===== config.mk =====
export PLATFORM = sky130hd
export DESIGN_NAME = vibration_pattern_sequencer_flat
export DESIGN_NICKNAME = d
export VERILOG_FILES = /design/src/design/vps_pkg.sv /design/src/design/vps_if.sv /design/src/design/vps_step_fifo.sv /design/src/design/vps_ctrl.sv /design/src/design/vibration_pattern_sequencer.sv /design/src/flat_wrapper.sv
export SDC_FILE = /design/constraint.sdc
export NUM_CORES = 1
export LEC_CHECK = 0
export BUFFER_PORTS_ARGS = -buffer_cell sky130_fd_sc_hd__buf_4
export CAP_MARGIN = 20
export CORE_ASPECT_RATIO = 0.7
export CORE_MARGIN = 2
export CORE_UTILIZATION = 45
export CTS_BUF_LIST = sky130_fd_sc_hd__clkbuf_16
export CTS_CLUSTER_DIAMETER = 150
export DETAILED_ROUTE_END_ITERATION = 6
export PLACE_DENSITY = 0.69
export SYNTH_ARGS = -nofsm -noshare
export SYNTH_HDL_FRONTEND = slang
export SYNTH_SLANG_ARGS = --single-unit
export TNS_END_PERCENT = 1

===== constraint.sdc =====
create_clock -name clk -period 4.7 [get_ports clk]
set_input_delay 0 -clock clk [delete_from_list [all_inputs] [get_ports clk]]
set_output_delay 0 -clock clk [all_outputs]
set_load 0.01 [all_outputs]

===== src/design/vps_pkg.sv =====
`default_nettype none

package vps_pkg;

    localparam int FIFO_DEPTH    = 16;
    localparam int DURATION_BITS = 16;

    localparam int ACTION_W = 3;
    localparam int LEVEL_W  = 8;
    localparam int DUR_IN_W = 16;
    localparam int QSTEP_W  = 5;
    localparam int PTR_W    = (FIFO_DEPTH > 1) ? $clog2(FIFO_DEPTH) : 1;
    localparam int CNT_W    = $clog2(FIFO_DEPTH + 1);

    localparam longint unsigned DUR_MAX = (64'd1 << DURATION_BITS) - 64'd1;

    typedef logic [PTR_W-1:0]         ptr_t;
    typedef logic [CNT_W-1:0]         cnt_t;
    typedef logic [DURATION_BITS-1:0] dur_t;
    typedef logic signed [LEVEL_W-1:0] level_t;

    typedef enum logic [ACTION_W-1:0] {
        ACT_VIBRATE = 3'd0,
        ACT_SET     = 3'd1,
        ACT_TICK    = 3'd2,
        ACT_SUSPEND = 3'd3,
        ACT_RESUME  = 3'd4
    } action_t;

    typedef struct packed {
        level_t level;
        dur_t   duration;
    } step_t;

    typedef struct packed {
        logic [ACTION_W-1:0] action;
        level_t              level;
        logic [DUR_IN_W-1:0] duration_ms;
    } item_t;

    typedef struct packed {
        logic  clear;
        logic  push;
        logic  pop;
        step_t wr_step;
    } fifo_ctl_t;

    typedef struct packed {
        cnt_t  count;
        step_t head;
    } fifo_stat_t;

    typedef struct packed {
        logic               pin_out;
        level_t             current_level;
        logic [QSTEP_W-1:0] queued_steps;
        logic               timer_running;
        logic               dropped;
    } result_t;

    function automatic logic level_on(input level_t lvl);
        return (lvl != '0) && !lvl[LEVEL_W-1];
    endfunction

    function automatic dur_t sat_duration(input logic [DUR_IN_W-1:0] d);
        logic [64:0] dw;
        dw = 65'(d);
        if (dw > 65'(DUR_MAX)) begin
            return dur_t'(DUR_MAX);
        end
        return dur_t'(dw);
    endfunction

endpackage

`default_nettype wire


===== src/design/vps_if.sv =====
`default_nettype none

interface vps_req_if;
    import vps_pkg::*;
    logic                valid;
    logic                ready;
    logic [ACTION_W-1:0] action;
    level_t              level;
    logic [DUR_IN_W-1:0] duration_ms;
    modport source(output valid, action, level, duration_ms, input ready);
    modport sink(input valid, action, level, duration_ms, output ready);
endinterface

interface vps_rsp_if;
    import vps_pkg::*;
    logic               valid;
    logic               ready;
    logic               pin_out;
    level_t             current_level;
    logic [QSTEP_W-1:0] queued_steps;
    logic               timer_running;
    logic               dropped;
    modport source(output valid, pin_out, current_level, queued_steps, timer_running, dropped,
                   input ready);
    modport sink(input valid, pin_out, current_level, queued_steps, timer_running, dropped,
                 output ready);
endinterface

interface vps_cfg_if;
    logic valid;
    logic ready;
    logic pin_invert;
    modport source(output valid, pin_invert, input ready);
    modport sink(input valid, pin_invert, output ready);
endinterface

`default_nettype wire


===== src/design/vps_step_fifo.sv =====
`default_nettype none

module vps_step_fifo (
    input  wire logic               clk,
    input  wire logic               rst_n,
    input  wire vps_pkg::fifo_ctl_t ctl,
    output vps_pkg::fifo_stat_t     stat
);
    import vps_pkg::*;

    step_t mem_reg [FIFO_DEPTH];
    ptr_t  head_reg;
    ptr_t  head_next;
    ptr_t  tail_reg;
    ptr_t  tail_next;
    cnt_t  count_reg;
    cnt_t  count_next;

    function automatic ptr_t ptr_inc(input ptr_t p);
        if (p == PTR_W'(FIFO_DEPTH - 1)) begin
            return '0;
        end
        return p + ptr_t'(1);
    endfunction

    always_ff @(posedge clk) begin
        if (ctl.push && !ctl.clear) begin
            mem_reg[tail_reg] <= ctl.wr_step;
        end
    end

    always_comb begin
        head_next  = head_reg;
        tail_next  = tail_reg;
        count_next = count_reg;
        if (ctl.clear) begin
            head_next  = '0;
            tail_next  = '0;
            count_next = '0;
        end else if (ctl.push) begin
            tail_next  = ptr_inc(tail_reg);
            count_next = count_reg + cnt_t'(1);
        end else if (ctl.pop) begin
            head_next  = ptr_inc(head_reg);
            count_next = count_reg - cnt_t'(1);
        end
    end

    always_ff @(posedge clk or negedge rst_n) begin
        if (!rst_n) begin
            head_reg  <= '0;
            tail_reg  <= '0;
            count_reg <= '0;
        end else begin
            head_reg  <= head_next;
            tail_reg  <= tail_next;
            count_reg <= count_next;
        end
    end

    assign stat.count = count_reg;
    assign stat.head  = mem_reg[head_reg];

endmodule

`default_nettype wire


===== src/design/vps_ctrl.sv =====
`default_nettype none

module vps_ctrl (
    input  wire logic                clk,
    input  wire logic                rst_n,
    input  wire logic                go,
    input  wire vps_pkg::item_t      item,
    input  wire logic                cfg_we,
    input  wire logic                cfg_invert,
    input  wire vps_pkg::fifo_stat_t fstat,
    output vps_pkg::fifo_ctl_t       fctl,
    output vps_pkg::result_t         res
);
    import vps_pkg::*;

    dur_t   ticks_reg;
    dur_t   ticks_next;
    dur_t   ticks_dec;
    logic   armed_reg;
    logic   armed_next;
    level_t level_reg;
    level_t level_next;
    logic   pin_reg;
    logic   pin_next;
    logic   al_reg;
    logic   al_next;
    logic   apply_en;
    level_t apply_lvl;
    logic   dropped;
    cnt_t   cnt_next;

    assign ticks_dec = (ticks_reg == '0) ? '0 : ticks_reg - dur_t'(1);

    always_comb begin
        ticks_next   = ticks_reg;
        armed_next   = armed_reg;
        level_next   = level_reg;
        pin_next     = pin_reg;
        al_next      = al_reg;
        apply_en     = 1'b0;
        apply_lvl    = '0;
        dropped      = 1'b0;
        cnt_next     = fstat.count;
        fctl.clear   = 1'b0;
        fctl.push    = 1'b0;
        fctl.pop     = 1'b0;
        fctl.wr_step = '{level: item.level, duration: sat_duration(item.duration_ms)};

        if (cfg_we) begin
            al_next  = cfg_invert;
            pin_next = level_on(level_reg) ^ cfg_invert;
        end

        if (go) begin
            unique case (action_t'(item.action))
                ACT_VIBRATE: begin
                    if (item.level == '0 && item.duration_ms == '0) begin
                        armed_next = 1'b0;
                        ticks_next = '0;
                        fctl.clear = 1'b1;
                        cnt_next   = '0;
                        apply_en   = 1'b1;
                    end else if (fstat.count >= CNT_W'(FIFO_DEPTH)) begin
                        dropped = 1'b1;
                    end else begin
                        fctl.push = 1'b1;
                        cnt_next  = fstat.count + cnt_t'(1);
                        if (fstat.count == '0) begin
                            armed_next = 1'b1;
                            ticks_next = dur_t'(1);
                        end
                    end
                end
                ACT_SET: begin
                    apply_en  = 1'b1;
                    apply_lvl = item.level;
                end
                ACT_TICK: begin
                    if (armed_reg) begin
                        ticks_next = ticks_dec;
                        if (ticks_dec == '0) begin
                            if (fstat.count == '0) begin
                                apply_en   = 1'b1;
                                armed_next = 1'b0;
                                ticks_next = '0;
                            end else begin
                                fctl.pop   = 1'b1;
                                cnt_next   = fstat.count - cnt_t'(1);
                                apply_en   = 1'b1;
                                apply_lvl  = fstat.head.level;
                                armed_next = 1'b1;
                                ticks_next = (fstat.head.duration == '0) ? dur_t'(1)
                                                                         : fstat.head.duration;
                            end
                        end
                    end
                end
                ACT_SUSPEND: begin
                    pin_next = al_reg;
                end
                ACT_RESUME: begin
                    pin_next = level_on(level_reg) ^ al_reg;
                end
                default: begin
                end
            endcase

            if (apply_en && apply_lvl != level_reg) begin
                level_next = apply_lvl;
                pin_next   = level_on(apply_lvl) ^ al_reg;
            end
        end
    end

    always_ff @(posedge clk or negedge rst_n) begin
        if (!rst_n) begin
            ticks_reg <= '0;
            armed_reg <= 1'b0;
            level_reg <= '0;
            pin_reg   <= 1'b0;
            al_reg    <= 1'b0;
        end else begin
            ticks_reg <= ticks_next;
            armed_reg <= armed_next;
            level_reg <= level_next;
            pin_reg   <= pin_next;
            al_reg    <= al_next;
        end
    end

    assign res.pin_out       = pin_next;
    assign res.current_level = level_next;
    assign res.queued_steps  = QSTEP_W'(cnt_next);
    assign res.timer_running = armed_next;
    assign res.dropped       = dropped;

endmodule

`default_nettype wire


===== src/design/vibration_pattern_sequencer.sv =====
// Vibration pattern sequencer. Each command or millisecond tick taken on req produces exactly
// one status transfer on rsp, in order. An item passes an input register and a result
// register, in that order, before its status is offered on rsp; a stall on rsp can hold the
// item in the input register. The block takes one item in every cycle as long as rsp is
// drained; the state update of one item is done by combinational logic in vps_ctrl. The step
// FIFO holds sixteen entries. The cfg port is always ready, and a write of pin_invert
// redrives the pin at once; write it only while no item is in flight.
`default_nettype none

module vibration_pattern_sequencer (
    input  wire logic  clk,
    input  wire logic  rst_n,
    vps_req_if.sink    req,
    vps_rsp_if.source  rsp,
    vps_cfg_if.sink    cfg
);
    import vps_pkg::*;

    logic       in_valid_reg;
    item_t      item_reg;
    logic       res_valid_reg;
    result_t    res_reg;
    logic       advance;
    logic       cfg_we;
    fifo_ctl_t  fctl;
    fifo_stat_t fstat;
    result_t    res;

    assign advance   = in_valid_reg && (!res_valid_reg || rsp.ready);
    assign req.ready = !in_valid_reg || advance;
    assign cfg.ready = 1'b1;
    assign cfg_we    = cfg.valid;

    always_ff @(posedge clk or negedge rst_n) begin
        if (!rst_n) begin
            in_valid_reg  <= 1'b0;
            res_valid_reg <= 1'b0;
        end else begin
            if (req.valid && req.ready) begin
                in_valid_reg <= 1'b1;
            end else if (advance) begin
                in_valid_reg <= 1'b0;
            end
            if (advance) begin
                res_valid_reg <= 1'b1;
            end else if (rsp.ready) begin
                res_valid_reg <= 1'b0;
            end
        end
    end

    always_ff @(posedge clk) begin
        if (req.valid && req.ready) begin
            item_reg <= '{action: req.action, level: req.level, duration_ms: req.duration_ms};
        end
        if (advance) begin
            res_reg <= res;
        end
    end

    vps_step_fifo u_fifo (
        .clk   (clk),
        .rst_n (rst_n),
        .ctl   (fctl),
        .stat  (fstat)
    );

    vps_ctrl u_ctrl (
        .clk        (clk),
        .rst_n      (rst_n),
        .go         (advance),
        .item       (item_reg),
        .cfg_we     (cfg_we),
        .cfg_invert (cfg.pin_invert),
        .fstat      (fstat),
        .fctl       (fctl),
        .res        (res)
    );

    assign rsp.valid         = res_valid_reg;
    assign rsp.pin_out       = res_reg.pin_out;
    assign rsp.current_level = res_reg.current_level;
    assign rsp.queued_steps  = res_reg.queued_steps;
    assign rsp.timer_running = res_reg.timer_running;
    assign rsp.dropped       = res_reg.dropped;

endmodule

`default_nettype wire


===== src/flat_wrapper.sv =====
// flat-port wrapper written by rule: the top's interface ports become plain ports
module vibration_pattern_sequencer_flat import vps_pkg::*;
  (clk, rst_n, req_valid, req_action, req_level, req_duration_ms, req_ready, rsp_valid, rsp_pin_out, rsp_current_level, rsp_queued_steps, rsp_timer_running, rsp_dropped, rsp_ready, cfg_valid, cfg_pin_invert, cfg_ready);
  vps_req_if req_i ();
  vps_rsp_if rsp_i ();
  vps_cfg_if cfg_i ();
  input  wire logic clk;
  input  wire logic rst_n;
  input wire logic [$bits(req_i.valid)-1:0] req_valid;
  input wire logic [$bits(req_i.action)-1:0] req_action;
  input wire logic [$bits(req_i.level)-1:0] req_level;
  input wire logic [$bits(req_i.duration_ms)-1:0] req_duration_ms;
  output wire logic [$bits(req_i.ready)-1:0] req_ready;
  output wire logic [$bits(rsp_i.valid)-1:0] rsp_valid;
  output wire logic [$bits(rsp_i.pin_out)-1:0] rsp_pin_out;
  output wire logic [$bits(rsp_i.current_level)-1:0] rsp_current_level;
  output wire logic [$bits(rsp_i.queued_steps)-1:0] rsp_queued_steps;
  output wire logic [$bits(rsp_i.timer_running)-1:0] rsp_timer_running;
  output wire logic [$bits(rsp_i.dropped)-1:0] rsp_dropped;
  input wire logic [$bits(rsp_i.ready)-1:0] rsp_ready;
  input wire logic [$bits(cfg_i.valid)-1:0] cfg_valid;
  input wire logic [$bits(cfg_i.pin_invert)-1:0] cfg_pin_invert;
  output wire logic [$bits(cfg_i.ready)-1:0] cfg_ready;
  assign req_i.valid = req_valid;
  assign req_i.action = req_action;
  assign req_i.level = req_level;
  assign req_i.duration_ms = req_duration_ms;
  assign req_ready = req_i.ready;
  assign rsp_valid = rsp_i.valid;
  assign rsp_pin_out = rsp_i.pin_out;
  assign rsp_current_level = rsp_i.current_level;
  assign rsp_queued_steps = rsp_i.queued_steps;
  assign rsp_timer_running = rsp_i.timer_running;
  assign rsp_dropped = rsp_i.dropped;
  assign rsp_i.ready = rsp_ready;
  assign cfg_i.valid = cfg_valid;
  assign cfg_i.pin_invert = cfg_pin_invert;
  assign cfg_ready = cfg_i.ready;
  vibration_pattern_sequencer u_core (.clk(clk), .rst_n(rst_n), .req(req_i), .rsp(rsp_i), .cfg(cfg_i));
endmodule

* Word level (Yosys, flattened, before mapping)
Memories as Yosys holds them, arrays and structs flattened. Index checks and enable logic that the tools add are counted. Widths: inputs -> output; s select.
Word-level totals: register bits 85, bits in writable memories 384, input port bits 33, output and inout bits 19, logic and storage cells 144, memories kept 1
Cells by class: $add $sub $neg 5, order comparisons 1, equality and inequality tests 11, mux-type cells 72, bitwise logic cells 4, reduce and logical (&&, ||, !) cells 32
Memories:
- u_core.u_fifo.mem_reg | depth 16, bits a word 24, read ports 1, clocked after Yosys merged registers in 0, wr ports 1, RTL line vps_step_fifo.sv:11 | step_t mem_reg [FIFO_DEPTH];
Operators by type and width (number):
- $mux 16 | 8
- $logic_not 16->1 | 4
- $mux 8 | 6
- $mux 5 | 8
- $mux 4 | 9
- $mux 1 | 33
- $pmux 16 s2 | 1
- $pmux 8 s2 | 1
- $reduce_bool 8->1 | 2
- $sub 16x1->16 const B | 1
- $pmux 5 s2 | 1
- $reduce_bool 2->1 | 5
- $add 4x1->4 const B | 2
- $eq 4x4->1 const B | 2
- $logic_not 8->1 | 1
- $ne 8x8->1 | 1
- $logic_and 1x1->1 | 7
- $eq 3x2->1 const B | 2
- $ne 3x3->1 const B | 2
- $add 5x1->5 const B | 1
- $ge 5x5->1 const B | 1
- $logic_not 1->1 | 5
- $logic_not 5->1 | 1
- $reduce_and 5->1 | 1
- 16 further kinds | 20

* Logic depth before layout (Yosys ltp)
word-level depth 14, mapped depth 13, gate-level depth less buffers 10

* By module
Synthesis repeated with hierarchy kept, for this count alone.
Unflattened totals: cells, all modules 1243, area total of the unflattened synthesis 20046.7 um^2
By module, submodules not included:
- vps_step_fifo | instances 1, cells each 794, area each 15670.0 um^2, sequential area each 11856.4 um^2
- vps_ctrl | instances 1, cells each 396, area each 2970.3 um^2, sequential area each 675.6 um^2
- vibration_pattern_sequencer | instances 1, cells each 53, area each 1406.3 um^2, sequential area each 1341.3 um^2

* Worst setup path before layout
OpenSTA, ideal clock, no wires.
path type flip-flop to flip-flop, start register u_core.u_ctrl.ticks_reg[0], end register u_core.res_reg, in the netlist u_core.rsp.current_level[5] (data pin), library setup time 0.263 ns, arrival time 3.313 ns, data required time 4.437 ns, slack 1.124 ns, stages on the path, launching flop included 14, path buffers 3, period minus slack after synthesis 3.576 ns, cells stage by stage dfrtp_1 inv_1 ha_1 buf_2 or3b_1 clkbuf_1 nor4_1 mux2_2 nor3b_1 and3_1 buf_6 a31oi_4 o21ai_4 mux2_2
RTL lines:
- from (decl) | RTL line vps_ctrl.sv:16 | dur_t ticks_reg;
- from (signal assigned) | RTL line vps_ctrl.sv:123 | ticks_reg <= ticks_next;
- to (signal assigned) | RTL line vibration_pattern_sequencer.sv:57 | res_reg <= res;
- to (decl) | RTL line vibration_pattern_sequencer.sv:22 | result_t res_reg;

==> results.cfg <==
[run_status]
status = complete, no violations

[power]
power.switching_uw = 2422
p_per_area_nw_per_um2 = 417.7
p_sw_frac = 0.2547
p_int_uw = 7087
clockPowerShare = 0.364
peakVddDrop_mv = 0.3116
p_leak_uw = 0.007481
p_seq_frac = 0.515
pwr-share-comb = 0.122

[placed_design]
io_buffers = 50
dp_hpwl_mm = 30.60
routabilityCongestion = 0.9763
pre_cts_ws_ps = 709.5

[logic_synthesis]
synth-seq-cells = 469
ys_top_cells_by_area = edfxtp_1, mux4_2, dfrtp_1, mux2i_1, o21ai_0
netlist_instances = 1158
yosysTopAreaCell = edfxtp_1
synth_edf_count = 427
yosysUniqueCellTypes = 80
async_reset_ff_frac = 0.08955
seq_area_frac_synth = 0.6991
synth_nets = 1200
syn_area_per_cell_um2 = 17.14
synth_top_flop_cell = edfxtp_1
syn_area_um2 = 19850
yosysWarnings = 0
netlist.area_leader.share = 0.6461

[timing]
period_minus_slack_ps = 4059
rsz0062_at_grt = no
drv_slew = 0
min_period_over_period = 0.8636
fmax_mhz = 246.4
fin_ws_ps = 641.0
worstMarginPinSlew_ps = 945.7
fin_skew_ps = 25.60
relSlewSlack = 0.3672
hold_viol = 0
setup_tns_ps = 0
setup-violations-final = 0

[min_path]
hold_class = in -> reg

[worst_setup_path]
critical_path_buf_inv_count = 1
required_ps = 5020
crit_slowest_cell = nor3b_1
crit_fanout = 9
cpPeakStageDelay_ps = 620
cp.arrival_ps = 4370
critPathCaptureType = register
cp_cell_sequence = inv_1 -> ha_1 -> or3b_1 -> nor4_1 -> mux2_2 -> nor3b_1 -> and3_1 -> a31oi_4 -> o21ai_4 -> mux2_2
start_kind = register
path_class = reg -> reg
crit_path_frequent_cell = mux2_2
crit_family = simple AND/OR/NAND/NOR gates

[global_routing]
grt_pass1_vias = 11060
grt_first_pass_wirelength_mm = 73.51
overflow = 0
track_usage = 0.2203
grt_max_degree = 61
grt_antenna_before_repair = 0

[floorplanning]
rows = 64
core_area_um2 = 43640
pin_count = 52
fp.dieH_um = 179.7
die_w_um = 255
initial_core_util = 0.4547
dieArea_um2 = 45820

[drt]
first_iter_violations = 1374
viasPerCell = 5.984
route.detailed.drc = 0
first_pass_iters = 5
vias = 11360
ant_nets = 0
wl_mm = 49.67
wl_per_cell_um = 26.17

[clock_network]
cts_setup_buffers = 0
cts_made_buffers = 43
cts-hold-fix-buffers = 36
cts.sinks = 469
clockRootBuffer = clkbuf_16
clk_pin_slew_ps = 70
cts_tree = yes
htreeDepth = 2
clockBufferDepth = 3
worstSkewPairLatency_ps = 580
cts_resized = 0

[layout]
antennaDiodeCount = 0
drive_above_1_share = 0.2170
final_net_count = 1311
largest_reg_flops = 384
syn_to_final_growth_pct = 14.72

[flow_run]
cap_viol_max_count = 0
-- synth_stat cells, types with 4 or more instances --
library cell  count
o22ai_1           6
a21oi_1          30
xnor2_1           8
mux2i_1          46
nor2_1           40
dfrtp_1          42
and2_1           21
nor2b_1           5
or3_1             7
nand2b_1          9
and3_1            4
nand3b_1          4
nand2_1          52
o31ai_1          11
nand4bb_1         4
and4_1            4
a31oi_1          10
nor3_1           22
nor3b_1           6
a22oi_1          21
nand4_1           8
ha_1              9
nor4_1           15
mux2_2           12
or4_1             4
buf_1             9
buf_4             7
nor4b_1           4
nand3_1          15
buf_2            14
o21ai_0          47
clkbuf_1         29
inv_1            23
edfxtp_1        427
mux4_2           94
or2_2             6
xor2_1            6
a22o_1           12
-- worst paths after layout --
kind	startpoint	endpoint	slack (ps)	cells past startpoint
setup reg to reg	u_core.u_ctrl.ticks_reg[0]	u_core.rsp.current_level[5]	640	10
setup / recovery	u_core.u_ctrl.ticks_reg[0]	u_core.rsp.current_level[5]	640	10
min in group asynchronous	rst_n	u_core.u_ctrl.ticks_reg[3]	510	3
hold / removal	req_duration_ms[3]	u_core.item_reg[3]	140	2
max in group asynchronous	rst_n	u_core.u_ctrl.pin_reg	3110	4
hold reg to reg	u_core.in_valid_reg	u_core.rsp.valid	480	1
-- per-stage QoR --
step | hold WS (ps) | instance area, um2 | power (uW) | cells | util
after CTS | 115.5 | 22770 | 9559 | 1898 | 0.5217
after global routing | 129.6 | 22770 | 9848 | 1898 | 0.5217
after global placement | 47.06 | 21010 | 6073 | 1782 | 0.4815
final | 135.2 | 22770 | 9509 | 1898 | 0.5217
after floorplan | -295.6 | 19850 | 5703 | 1158 | -
after detailed placement | 49.69 | 21010 | 6094 | 1782 | 0.4815
-- per-layer routing --
layer,track usage,part of all wire
met1,0.3511,0.47
met2,0.3090,0.43
met3,0.05227,0.089
met4,0.04398,0.016
met5,0,0
-- worst register-to-register path: cells and delay by family (launching register included) --
family	cells	cell delay, ps
flops	1	450
mux	2	800
buf+inv	1	110
compound gates	2	460
simple gates	4	1720
fa+ha+maj	1	290
-- final cells by class --
class	instances	area, um2
Fill cell	3509	20880
Sequential cell	469	13880
Multi-Input combinational cell	603	5597
Clock buffer	43	1076
Timing Repair Buffer	128	1064
Tap cell	594	743.2
Clock inverter	37	316.6
Inverter	24	90.09
-- cell usage in the layout (no fill, tap or decap), drive strengths merged, types with 7 or more instances in the layout --
cell         count
a22o            12
nor3            22
and2            22
inv             32
o31ai           12
or2              7
ha               9
nor2            40
xnor2            8
buf             92
dfrtp           42
a21oi           30
nand3           16
nor4            15
nand2b           9
a22oi           21
clkbuf          43
nand4            8
mux4            94
edfxtp         427
o21ai           49
or3              7
mux2i           46
mux2            13
clkinv          23
a31oi           11
dlygate4sd3     36
nand2           52
-- power groups by stage --
stage	registers [uW]	clock network (uW)	logic, uW
finish	4900	3460	1160
global route	4920	3670	1260
CTS	4890	3520	1140
detailed placement	4980	0	1120
global placement	4970	0	1100
floorplan	4880	0	820
-- cells by family after synthesis --
group / Yosys count / synth area share
xor gates and xnor gates: 14 / 0.006179
AOI/OAI and AO/OA: 183 / 0.06418
muxes: 153 / 0.1373
DFF: 469 / 0.6991
adders and majority gates: 9 / 0.005674
other: 1 / 0.0001890
buffers and inverters: 86 / 0.01961
and+or+nand+nor: 243 / 0.06784
(Power assumes the default switching activity.)
